<file path="src/design/mrc_pkg.sv">
// Shared types, constants and the CRC-16 byte step for the Modbus RTU reply checker.
// No dependencies.
package mrc_pkg;

  localparam logic [15:0] CrcInit  = 16'hFFFF;
  localparam logic [15:0] CrcPoly  = 16'hA001;
  localparam logic [3:0]  CountMax = 4'd15;

  typedef enum logic [1:0] {
    ST_OK        = 2'd0,
    ST_NOT_OK    = 2'd1,
    ST_CRC_ERR   = 2'd2,
    ST_FRAME_ERR = 2'd3
  } status_t;

  typedef struct packed {
    status_t     status;
    logic [3:0]  frame_length;
    logic [15:0] reg_value;
  } res_t;

  function automatic logic [15:0] crc_absorb(input logic [15:0] crc_in, input logic [7:0] b);
    logic [15:0] c;
    c = crc_in ^ {8'h00, b};
    for (int k = 0; k < 8; k++) begin
      if (c[0]) begin
        c = (c >> 1) ^ CrcPoly;
      end else begin
        c = c >> 1;
      end
    end
    return c;
  endfunction

endpackage

</file>
<file path="src/design/modbus_rtu_response_checker_unit.sv">
// Top level of the Modbus RTU reply checker: input register, frame check, result register.
// Depends on mrc_pkg and mrc_frame_check.
//
// Usage:
//   Input channel (in_valid / in_stall) carries one reply byte per request in rx_byte,
//   with end_of_frame set on the final byte of the frame.
//   Output channel (out_valid / out_stall) carries one result per frame: status,
//   frame_length and reg_value (frame bytes 3 and 4, high then low).
//   Bytes without end_of_frame produce no result.
//   A final byte waits in the input register, then its result in the result register.
//   Throughput: one byte per cycle unless in_stall is high; the CRC step for a byte is
//   eight bit-steps of combinational logic from delay1 and the running CRC register.
//   Stall: a held result blocks only a following final byte; mid-frame bytes keep
//   flowing into the frame state while the result waits.
//   Reset (rst, synchronous) empties both registers and restarts the frame.
module modbus_rtu_response_checker_unit (
  input  logic        clk,
  input  logic        rst,
  input  logic        in_valid,
  output logic        in_stall,
  input  logic [7:0]  rx_byte,
  input  logic        end_of_frame,
  output logic        out_valid,
  input  logic        out_stall,
  output logic [1:0]  status,
  output logic [3:0]  frame_length,
  output logic [15:0] reg_value
);
  import mrc_pkg::*;

  logic       in_full;
  logic [7:0] in_byte;
  logic       in_eof;
  logic       out_full;
  res_t       out_res;
  res_t       res;
  logic       step;

  assign step     = in_full && (!in_eof || !out_full || !out_stall);
  assign in_stall = in_full && !step;

  mrc_frame_check u_check (
    .clk          (clk),
    .rst          (rst),
    .step         (step),
    .rx_byte      (in_byte),
    .end_of_frame (in_eof),
    .res          (res)
  );

  always_ff @(posedge clk) begin
    if (rst) begin
      in_full <= 1'b0;
    end else if (in_valid && !in_stall) begin
      in_full <= 1'b1;
    end else if (step) begin
      in_full <= 1'b0;
    end
  end

  always_ff @(posedge clk) begin
    if (in_valid && !in_stall) begin
      in_byte <= rx_byte;
      in_eof  <= end_of_frame;
    end
  end

  always_ff @(posedge clk) begin
    if (rst) begin
      out_full <= 1'b0;
    end else if (step && in_eof) begin
      out_full <= 1'b1;
    end else if (!out_stall) begin
      out_full <= 1'b0;
    end
  end

  always_ff @(posedge clk) begin
    if (step && in_eof) begin
      out_res <= res;
    end
  end

  assign out_valid    = out_full;
  assign status       = out_res.status;
  assign frame_length = out_res.frame_length;
  assign reg_value    = out_res.reg_value;

`ifndef SYNTHESIS
  a_stall_only_on_held_result: assert property (@(posedge clk) disable iff (rst)
    in_stall |-> (out_valid && out_stall && in_eof))
    else $error("input stalled without a held result ahead of a final byte");

  a_bad_length_frame_err: assert property (@(posedge clk) disable iff (rst)
    (out_valid && (frame_length < 4'd5 || frame_length > 4'd8))
      |-> (status == ST_FRAME_ERR))
    else $error("length outside 5..8 without frame error");

  a_ok_length: assert property (@(posedge clk) disable iff (rst)
    (out_valid && status == ST_OK) |-> (frame_length == 4'd7 || frame_length == 4'd8))
    else $error("ok status with wrong length");

  a_not_ok_length: assert property (@(posedge clk) disable iff (rst)
    (out_valid && status == ST_NOT_OK) |-> (frame_length == 4'd5 || frame_length == 4'd6))
    else $error("not_ok status with wrong length");

  a_result_from_final_byte: assert property (@(posedge clk) disable iff (rst)
    ($rose(out_valid)) |-> $past(step && in_eof))
    else $error("result appeared without a final byte");
`endif

endmodule

</file>
<file path="src/design/mrc_frame_check.sv">
// Per-frame state (count, delay line, running CRC, data bytes) and end-of-frame status.
// Depends on mrc_pkg.
module mrc_frame_check (
  input  logic          clk,
  input  logic          rst,
  input  logic          step,
  input  logic [7:0]    rx_byte,
  input  logic          end_of_frame,
  output mrc_pkg::res_t res
);
  import mrc_pkg::*;

  logic [3:0]  byte_count, byte_count_next;
  logic [15:0] running_crc, running_crc_next;
  logic [7:0]  delay0, delay1;
  logic [7:0]  data_high_byte, data_high_byte_next;
  logic [7:0]  data_low_byte, data_low_byte_next;
  logic [15:0] rx_crc;
  logic        len_ok;

  always_comb begin
    running_crc_next    = (byte_count >= 4'd2) ? crc_absorb(running_crc, delay1) : running_crc;
    byte_count_next     = (byte_count != CountMax) ? byte_count + 4'd1 : CountMax;
    data_high_byte_next = (byte_count == 4'd3) ? rx_byte : data_high_byte;
    data_low_byte_next  = (byte_count == 4'd4) ? rx_byte : data_low_byte;
    rx_crc              = {rx_byte, delay0};
    len_ok              = (byte_count_next >= 4'd5) && (byte_count_next <= 4'd8);

    res.frame_length = byte_count_next;
    res.reg_value    = {data_high_byte_next, data_low_byte_next};
    if (!len_ok) begin
      res.status = ST_FRAME_ERR;
    end else if (rx_crc != running_crc_next) begin
      res.status = ST_CRC_ERR;
    end else if (byte_count_next >= 4'd7) begin
      res.status = ST_OK;
    end else begin
      res.status = ST_NOT_OK;
    end
  end

  always_ff @(posedge clk) begin
    if (rst || (step && end_of_frame)) begin
      byte_count     <= '0;
      running_crc    <= CrcInit;
      delay0         <= '0;
      delay1         <= '0;
      data_high_byte <= '0;
      data_low_byte  <= '0;
    end else if (step) begin
      byte_count     <= byte_count_next;
      running_crc    <= running_crc_next;
      delay0         <= rx_byte;
      delay1         <= delay0;
      data_high_byte <= data_high_byte_next;
      data_low_byte  <= data_low_byte_next;
    end
  end

endmodule
</file>
<file path="config.mk">
export PLATFORM = sky130hd
export DESIGN_NAME = modbus_rtu_response_checker_unit
export DESIGN_NICKNAME = d
export VERILOG_FILES = /design/src/design/mrc_pkg.sv /design/src/design/modbus_rtu_response_checker_unit.sv /design/src/design/mrc_frame_check.sv
export SDC_FILE = /design/constraint.sdc
export NUM_CORES = 1
export LEC_CHECK = 0
export ABC_AREA = 0
export BUFFER_PORTS_ARGS = -buffer_cell sky130_fd_sc_hd__buf_2
export CORE_UTILIZATION = 53
export DETAILED_ROUTE_END_ITERATION = 7
export PLACE_DENSITY = 0.73
export SLEW_MARGIN = 10
export SYNTH_ARGS = -nofsm -noshare
export SYNTH_HDL_FRONTEND = slang
export SYNTH_HIERARCHICAL = 1
export SYNTH_SLANG_ARGS = --single-unit
</file>
<file path="constraint.sdc">
create_clock -name clk -period 2.5 [get_ports clk]
set_clock_uncertainty 0.2 [all_clocks]
set_input_delay 0.5 -clock clk [delete_from_list [all_inputs] [get_ports clk]]
set_output_delay 0.5 -clock clk [all_outputs]
set_load 0.05 [all_outputs]
</file>
# [After elaboration in Yosys (flattened, before gate mapping)]
# Index checks and enable logic that the tools add are counted.
[word_totals] register_bits=85 in_bits=13 out_inout_bits=24 elab_cells=67
[classes] n_addsub=1 magnitude_cmp=4 eq_ne=5 muxes=18 n_bitwise=10 n_reduce_logical=15
[op_table] cell="16-bit 2-to-1 mux" count=9
[op_table] cell="2-bit inverter with 3-bit output" count=8
[op_table] cell="8-bit 2-to-1 mux" count=2
[op_table] cell="16-bit inequality test" count=1
[op_table] cell="16-bit by 8-bit XOR with 16-bit output" count=1
[op_table] cell="4-bit by 3-bit >= comparator with 1-bit output, second input constant" count=2
[op_table] cell="1-bit 2-to-1 mux" count=6
[op_table] cell="1-bit logical AND" count=5
[op_table] cell="1-bit zero test" count=5
[op_table] cell="4-bit by 1-bit adder with 4-bit output, second input constant" count=1
[op_table] cell="4-bit by 2-bit equality test with 1-bit output, second input constant" count=1
[op_table] cell="4-bit by 3-bit equality test with 1-bit output, second input constant" count=1
[op_table] cell="4-bit by 2-bit >= comparator with 1-bit output, second input constant" count=1
[op_table] cell="4-bit less-or-equal comparator, second input constant" count=1
[op_table] cell="4-bit 2-to-1 mux" count=1
[op_table] cell="4-bit inequality test, second input constant" count=1
[op_table] cell="1-bit logical OR" count=3
[op_table] cell="2-bit by 1-bit inequality test with 1-bit output, second input constant" count=1
[op_table] cell="2-bit nonzero test" count=1
[op_table] cell="2-bit OR reduction" count=1
[op_table] cell="1-bit inverter" count=1

# [Logic depth before layout (Yosys ltp)]
# Gate-level depths: netlist of the first run.
[depth] word_depth=20 depth_mapped=10 depth_no_buf=9

# [By module]
# The synthesis of the first run kept the hierarchy.
[modules_own_cells] mod="mrc_frame_check" instances=1 cells_each=307 area_per_inst_um2=2869.0 seq_area_each_um2=1041.0
[modules_own_cells] mod="modbus_rtu_response_checker_unit" instances=1 cells_each=44 area_per_inst_um2=1023.5 seq_area_each_um2=970.9

# [Least setup slack after synthesis of the first run]
# No wires, ideal clock.
[synth_path] path_type="reg-to-reg" startpoint="register u_check.byte_count[0]" endpoint="register out_res (netlist bit status[1]) (data pin)" setup_ns=0.266 arrival_ns=2.324 required_time_ns=2.034 setup_slack_ns=-0.289 path_stages_with_launch=11 n_path_buf=2 period_less_slack_ns=2.789 path_cell_list="dfxtp_1 inv_1 ha_1 or4_4 buf_6 buf_8 mux2i_4 xnor2_1 a2111oi_2 nand4_1 or3b_1"
[synth_between] elab_chain_len=6 elab_cells_between_ends=11 classes_between="add/sub: 1; order compare: 3; eq/ne: 2; mux: 2; bitwise: 1; reduce/logical: 2"
[synth_lines] element="start, declared" line_no="mrc_frame_check.sv:13" source="logic [3:0] byte_count, byte_count_next;"
[synth_lines] element="start signal, assigned" line_no="mrc_frame_check.sv:51" source="byte_count <= byte_count_next;"
[synth_lines] element="4-bit by 1-bit adder with 4-bit output or 4-bit inequality test (tied branches)" line_no="mrc_frame_check.sv:23" source="byte_count_next = (byte_count != CountMax) ? byte_count + 4'd1 : CountMax;"
[synth_lines] element="4-bit 2-to-1 mux" line_no="mrc_frame_check.sv:23"
[synth_lines] element="4-bit by 3-bit >= comparator with 1-bit output or 4-bit less-or-equal comparator (tied branches)" line_no="mrc_frame_check.sv:27" source="len_ok = (byte_count_next >= 4'd5) && (byte_count_next <= 4'd8);"
[synth_lines] element="1-bit logical AND" line_no="mrc_frame_check.sv:27"
[synth_lines] element="1-bit inverter (no line)"
[synth_lines] element="2-bit OR reduction (no line) *"
[synth_lines] element="end signal, assigned" line_no="modbus_rtu_response_checker_unit.sv:80" source="out_res <= res;"
[synth_lines] element="end, declared" line_no="modbus_rtu_response_checker_unit.sv:35" source="res_t out_res;"
# Mark *: on every way between the ends. The rest lies on a longest branch, timed or not.
# A chain may end at the register's enable or synchronous reset.

# [Worst setup path in the final report of the first run]
# Same ends and word-level chain as after synthesis.

==> impl_results.md, run 1 <==
* Outcome: finished with violations
* Violated checks: negative setup slack
* Post-route insts no fill at 525
* CTS Buf Count at 9
* Layout cells sized above 1 at 0.310
* Hold crit path type: in2reg
* GR Overflow Total at 0
* Syn Nets at 367
* WP data required at 2.40 ns
* Final HPWL DP at 5840 um
* I/O pin count at 37
* # setup viols final at 2
* Reg-to-reg setup timing slack at -0.28 ns
* Die area at 7690 sq um
* Global-route wire length before repair at 13200 um
* Post-synthesis cell count at 351
* Core area at 6940 sq um
* Reg-to-reg startpoint: u_check/byte_count[0]
* Slew Viols, Final at 0
* Max VDD drop at 0.421 mV
* Die X at approximately 90 um
* Final worst path period share at 1.11
* Clk buf depth at 2
* Fmax at 360 MHz
* Unrepaired setup endpoints after global routing: true
* Largest net degree at the start of global routing at 27
* Top cells by area, synth: dfxtp_1 28%, edfxtp_1 24%, mux2i_1 9.0%
* Initial Util at 0.561
* Reg-to-Reg End: status[1]
* Leakage power total at 1.96 nW
* Rel. slew slack at 0.621
* FF+latch count, synth at 85
* CP startpoint kind: flip-flop
* Root buf cell: clkbuf_8
* Netlist cell types at 42
* Final antenna-violating net count at 0
* Minimum hold slack at 0.112 ns
* Synth top area share at 0.278
* CTS tree: built
* Die Ht at ~88 um
* Synthesis-to-finish area growth at 22.2%
* Router iterations before antenna repair at 4
* Post-synth EDFFs at 31
* Placed cell area at 4450 sq um
* Vias at 2784
* Crit path to: status[1]
* Worst Setup SP: u_check/byte_count[0]
* Syn. warnings at 6
* Clock sink count at 85
* CP max FO at 5
* Design Area, Final at 4760 sq um
* PD cells at 630 nW/um^2
* Worst slew pin tran at 0.564 ns
* Cell count after placement at 507
* Gpl congestion at 0.891
* Routed len/inst at 15.6 um
* Ant diodes at 0
* CTS H-Tree Depth at 3
* Drt initial violations at roughly 150
* Num rows at 30
* Post-placement setup slack at -0.210 ns
* Area leader, netlist: dfxtp_1
* Fin worst setup slack at -0.278 ns
* Worst-case reg-to-reg path depth at 9
* # DRC at 0
* Port buffer count at 36
* Nets at 440
* Drt via density at approximately 5.3
* Seq/Total Area, Yosys at 0.517
* Vias in the first global route at 2683
* Clock transition at the registers of the reported paths at 0.09 ns
* Minimum clock period at 2.78 ns
* Async set or reset register ratio after synthesis at 0
* GRT Util Overall at 0.230
* Clock Latency Late Sink at 0.36 ns
* Synthesized area at approximately 3900 sq um
* Crit end category: flip-flop
* Crit path arrival time at about 2.7 ns
* DRT Wirelength at around 8000 um
* Initial antenna violation count at 0
* Top FF cell, synth: dfxtp_1
* Synth Area per Inst at 11.1 sq um
* Crit path kind: reg2reg
* Hold Vio Cnt, Final at 0
* Max Cap Viol at 0
-- stage by stage --
step                setup TNS [ns]  utilization  total power [mW]
global placement            -0.162        0.641              1.97
detailed placement          -0.235        0.641              1.97
floorplan                   -0.180            -              1.83
finish                      -0.337        0.685              3.00
global route                -0.524        0.685              3.12
CTS                         -0.171        0.679              3.00
-- cell type report --
type                       instances  area (sq um)
fill                             521          2190
sequential                        85          2020
inverter                          10          40.0
multi-input combinational        238          1840
tap                               96           120
clock inverter                     7          85.1
clock buffer                       9           124
timing repair buffer              80           527
-- worst min-delay path by stage --
stage,from,endpoint,slack (ns),depth (start not counted)
2_1_floorplan,u_check/data_low_byte[0],u_check/data_low_byte[0],0.25,2
3_3_place_gp,u_check/data_low_byte[1],u_check/data_low_byte[1],0.27,2
3_5_place_dp,u_check/data_low_byte[7],u_check/data_low_byte[7],0.28,2
4_1_cts,end_of_frame,in_eof,0.10,1
5_1_grt,end_of_frame,in_eof,0.1,1
6_report,rx_byte[7],in_byte[7],0.11,1
-- cell families after synthesis --
logic type	count (synthesis)	synth area share
AOI/OAI and AO/OA	40	0.0714
xor gates and xnor gates	43	0.112
adders and majority gates	3	0.00964
buffers and inverters	28	0.0338
DFF	85	0.517
muxes	52	0.142
and+or+nand+nor	100	0.115
-- critical path, stage by stage, from the launching register on --
cell and delay [ns]:
dfxtp_4 0.36, inv_4 0.04, ha_4 0.15, buf_4 0.13, nor4_2 0.42, o21ai_0 0.30, xor2_1 0.19, and4_1 0.22
nand4_1 0.15, or3b_1 0.38
-- routing by layer --
metal  track usage  routed length (um)
met5             0                   0
met4         0.113                 139
met3        0.0386                 360
met2         0.374                4010
met1         0.298                3690
-- registers in the layout, indices dropped and copies added, names as in the netlist --
| name | cells |
|---|---|
| u_check/delay0 | 8 |
| u_check/byte_count | 4 |
| in_eof | 1 |
| in_full | 1 |
| in_byte | 8 |
| u_check/data_high_byte | 8 |
| reg_value | 16 |
| status | 2 |
| out_valid | 1 |
| frame_length | 4 |
| u_check/delay1 | 8 |
| u_check/running_crc | 16 |
| u_check/data_low_byte | 8 |
-- synthesized netlist by cell type (2+ instances only) --
cell      number
a21o_1         2
a21oi_1       10
a22oi_1        2
a311oi_1       3
and2_1         3
buf_1          5
buf_6          2
clkbuf_1      10
dfxtp_1       54
edfxtp_1      31
ha_1           3
inv_1         10
mux2_2        16
mux2i_1       35
nand2_1       30
nand3_1        9
nand4_1        3
nor2_1        42
nor2b_1        4
nor3_1         4
o211ai_1      10
o21ai_0        5
xnor2_1       24
xnor2_2        2
xnor3_1        2
xor2_1        14
-- layout by cell type (no fill, tap or decap), types with 10 or more instances in the layout --
master,count
dfxtp_1,51
buf_4,42
nor2_1,42
buf_2,36
mux2i_1,35
edfxtp_1,31
nand2_1,30
xnor2_1,20
mux2_2,16
xor2_1,13
o211ai_1,10
-- timing repair --
item                                    CTS  global route
hold endpoints to repair                  0             0
buffers inserted                          2             0
hold buffers                              0             0
pin swaps                                 1             1
gates resized for setup                   8             7
endpoints found under the setup margin    2             2
-- power by group --
part / total, mW / switching [mW] / internal [mW] / leakage (nW)
Clock: 1.03 / 0.544 / 0.485 / 0.107
Combinational: 0.453 / 0.242 / 0.211 / 1.13
Sequential: 1.52 / 0.0431 / 1.47 / 0.722
Total: 3.00 / 0.829 / 2.17 / 1.96
No activity file was read; power rests on OpenSTA's default activity.
==> run 2: changes to the inputs <==
==> constraint.sdc (replaced) <==
create_clock -name clk -period 2.5 [get_ports clk]
set_clock_uncertainty 0.2 [all_clocks]
set_input_delay 0.125 -clock clk [delete_from_list [all_inputs] [get_ports clk]]
set_output_delay 0.125 -clock clk [all_outputs]
set_load 0.05 [all_outputs]
==> impl_results.md, run 2 (same netlist as run 1, synthesis figures left out) <==
* Hold Vio Cnt, Final at 0
* Minimum clock period at 2.71 ns
* Max Cap Viol at 0
* I/O pin count at 37
* Seq. cell area at slightly above 2000 sq um
* Final antenna-violating net count at 0
* CP max FO at 5
* PD cells at 599 nW/um^2
* Initial antenna violation count at 0
* Setup TNS at -0.291 ns
* Rel. slew slack at 0.641
* Met2 WL at 4150 um
* Design Area, Final at 4890 sq um
* Initial Util at 0.561
* Crit end category: flip-flop
* WL met3 at 346 um
* Die Ht at a little under 90 um
* Leakage power total at 2.01 nW
* WL met1 at 3760 um
* DRT Wirelength at 8410 um
* Clock sink count at 85
* Crit path kind: reg2reg
* Drt initial violations at 128
* CTS tree: built
* Hold path startpoint: out_stall
* CTS Buf Count at 9
* Vias at between 2000 and 3000
* Port buffer count at 36
* Vias in the first global route at 2821
* Synthesis-to-finish area growth at 25.5%
* Clock transition at the registers of the reported paths at around 0.090 ns
* Routed len/inst at 15.5 um
* Fmax at around 370 MHz
* Largest net degree at the start of global routing at 25
* Hold crit path type: in2reg
* Highest Signal Layer: met4
* Layout cells sized above 1 at 0.307
* Slew Viols, Final at 0
* Core area at 6940 sq um
* Clock Latency Late Sink at 0.36 ns
* Global-route wire length before repair at 13800 um
* Ant diodes at 0
* Violated checks: negative setup slack
* Placed cell area at 4450 sq um
* Unrepaired setup endpoints after global routing: true
* Max VDD drop at 0.410 mV
* Crit path arrival time at 2.62 ns
* Root buf cell: clkbuf_8
* Most frequent cells in the layout: 52 x dfxtp_1, 46 x buf_4, 41 x nor2_1, 36 x buf_2, 35 x mux2i_1
* Fin worst setup slack at -0.211 ns
* Gpl congestion at 0.899
* Nets at 457
* Reg-to-reg setup timing slack at -0.21 ns
* # DRC at 0
* Final HPWL DP at about 5800 um
* Outcome: finished with violations
* Router iterations before antenna repair at 5
* Worst Setup SP: u_check/byte_count[0]
* Worst slew pin tran at between 0.5 and 0.6 ns
* CP startpoint kind: flip-flop
* GRT Util Overall at 0.237
* Drt via density at 5.26
* Num rows at 30
* Clk buf depth at 2
* Area of the multi-input gates at 1840 sq um
* Die X at between 80 and 90 um
* GR Overflow Total at 0
* # fillers at approximately 500
* Reg-to-reg startpoint: u_check/byte_count[0]
* # setup viols final at 2
* CTS H-Tree Depth at 3
* Die area at 7690 sq um
* Commonest non-fill, non-tap cell in the layout: dfxtp_1
* Final worst path period share at 1.08
* WP data required at 2.41 ns
==> run 2: changes by cell type in the layout (fill, tap and decap cells not counted), moves of 2 or more <==
| cell | delta |
|---|---|
| dlygate4sd3_1 | +13 |
| buf_4 | +4 |
| clkinvlp_4 | +2 |
| inv_6 | -2 |
| xnor2_1 | +2 |
==> run 2: cell type report <==
class                   count  share of cell area
flip-flops and latches     85               0.413
clock inverters             6              0.0108
repair buffers             96               0.138
inverters                  10             0.00819
well taps                  96              0.0246
clock buffers              10              0.0282
multi-input cells         239               0.377
==> run 2: report_power, final <==
group | internal [mW] | switching (mW) | leakage (nW)
Sequential | 1.47 | 0.0450 | 0.722
Clock | 0.403 | 0.518 | 0.0914
Combinational | 0.239 | 0.250 | 1.20
==> run 2: worst paths after layout <==
check	to	depth (start not counted)
max	status[1]	9
min	reg_value[4]	3
max reg2reg	status[1]	9
min reg2reg	u_check/data_high_byte[4]	2
==> run 2: worst max-delay path, cell delays in order (launching register included) <==
cell and delay (ns):
dfxtp_4 0.36, inv_4 0.04, ha_4 0.15, or4_4 0.51, nor2_4 0.15, a21oi_2 0.04
xor2_1 0.15, a2111oi_2 0.31, nand4_1 0.18, or3b_1 0.36
==> run 2: repair_timing <==
item                                   in CTS  in global routing
endpoints found under the hold margin      11                  0
setup endpoints to repair                   2                  2
pin swaps                                   0                  3
hold buffers                               13                  0
gates cloned                                1                  0
setup buffers                               2                  3
resized for setup                           6                  9
==> run 2: layer usage <==
| metal | global-route usage | vias up |
|---|---|---|
| li1 | - | 1402 |
| met1 | 0.304 | 1367 |
| met2 | 0.400 | 71 |
| met3 | 0.0396 | 13 |
| met4 | 0.0954 | 0 |
| met5 | 0 | - |
==> run 2: per-stage QoR <==
| step | worst slack, ns | instances | utilization | power (mW) | hold slack (ns) |
|---|---|---|---|---|---|
| CTS | -0.181 | 539 | 0.694 | 2.93 | 0.121 |
| detailed placement | -0.233 | 507 | 0.641 | 1.99 | 0.103 |
| floorplan | -0.180 | 351 | - | 1.83 | -0.00593 |
| global route | -0.308 | 542 | 0.704 | 3.04 | 0.137 |
| global placement | -0.175 | 507 | 0.641 | 1.98 | 0.102 |
| finish | -0.211 | 542 | 0.704 | 2.93 | 0.128 |
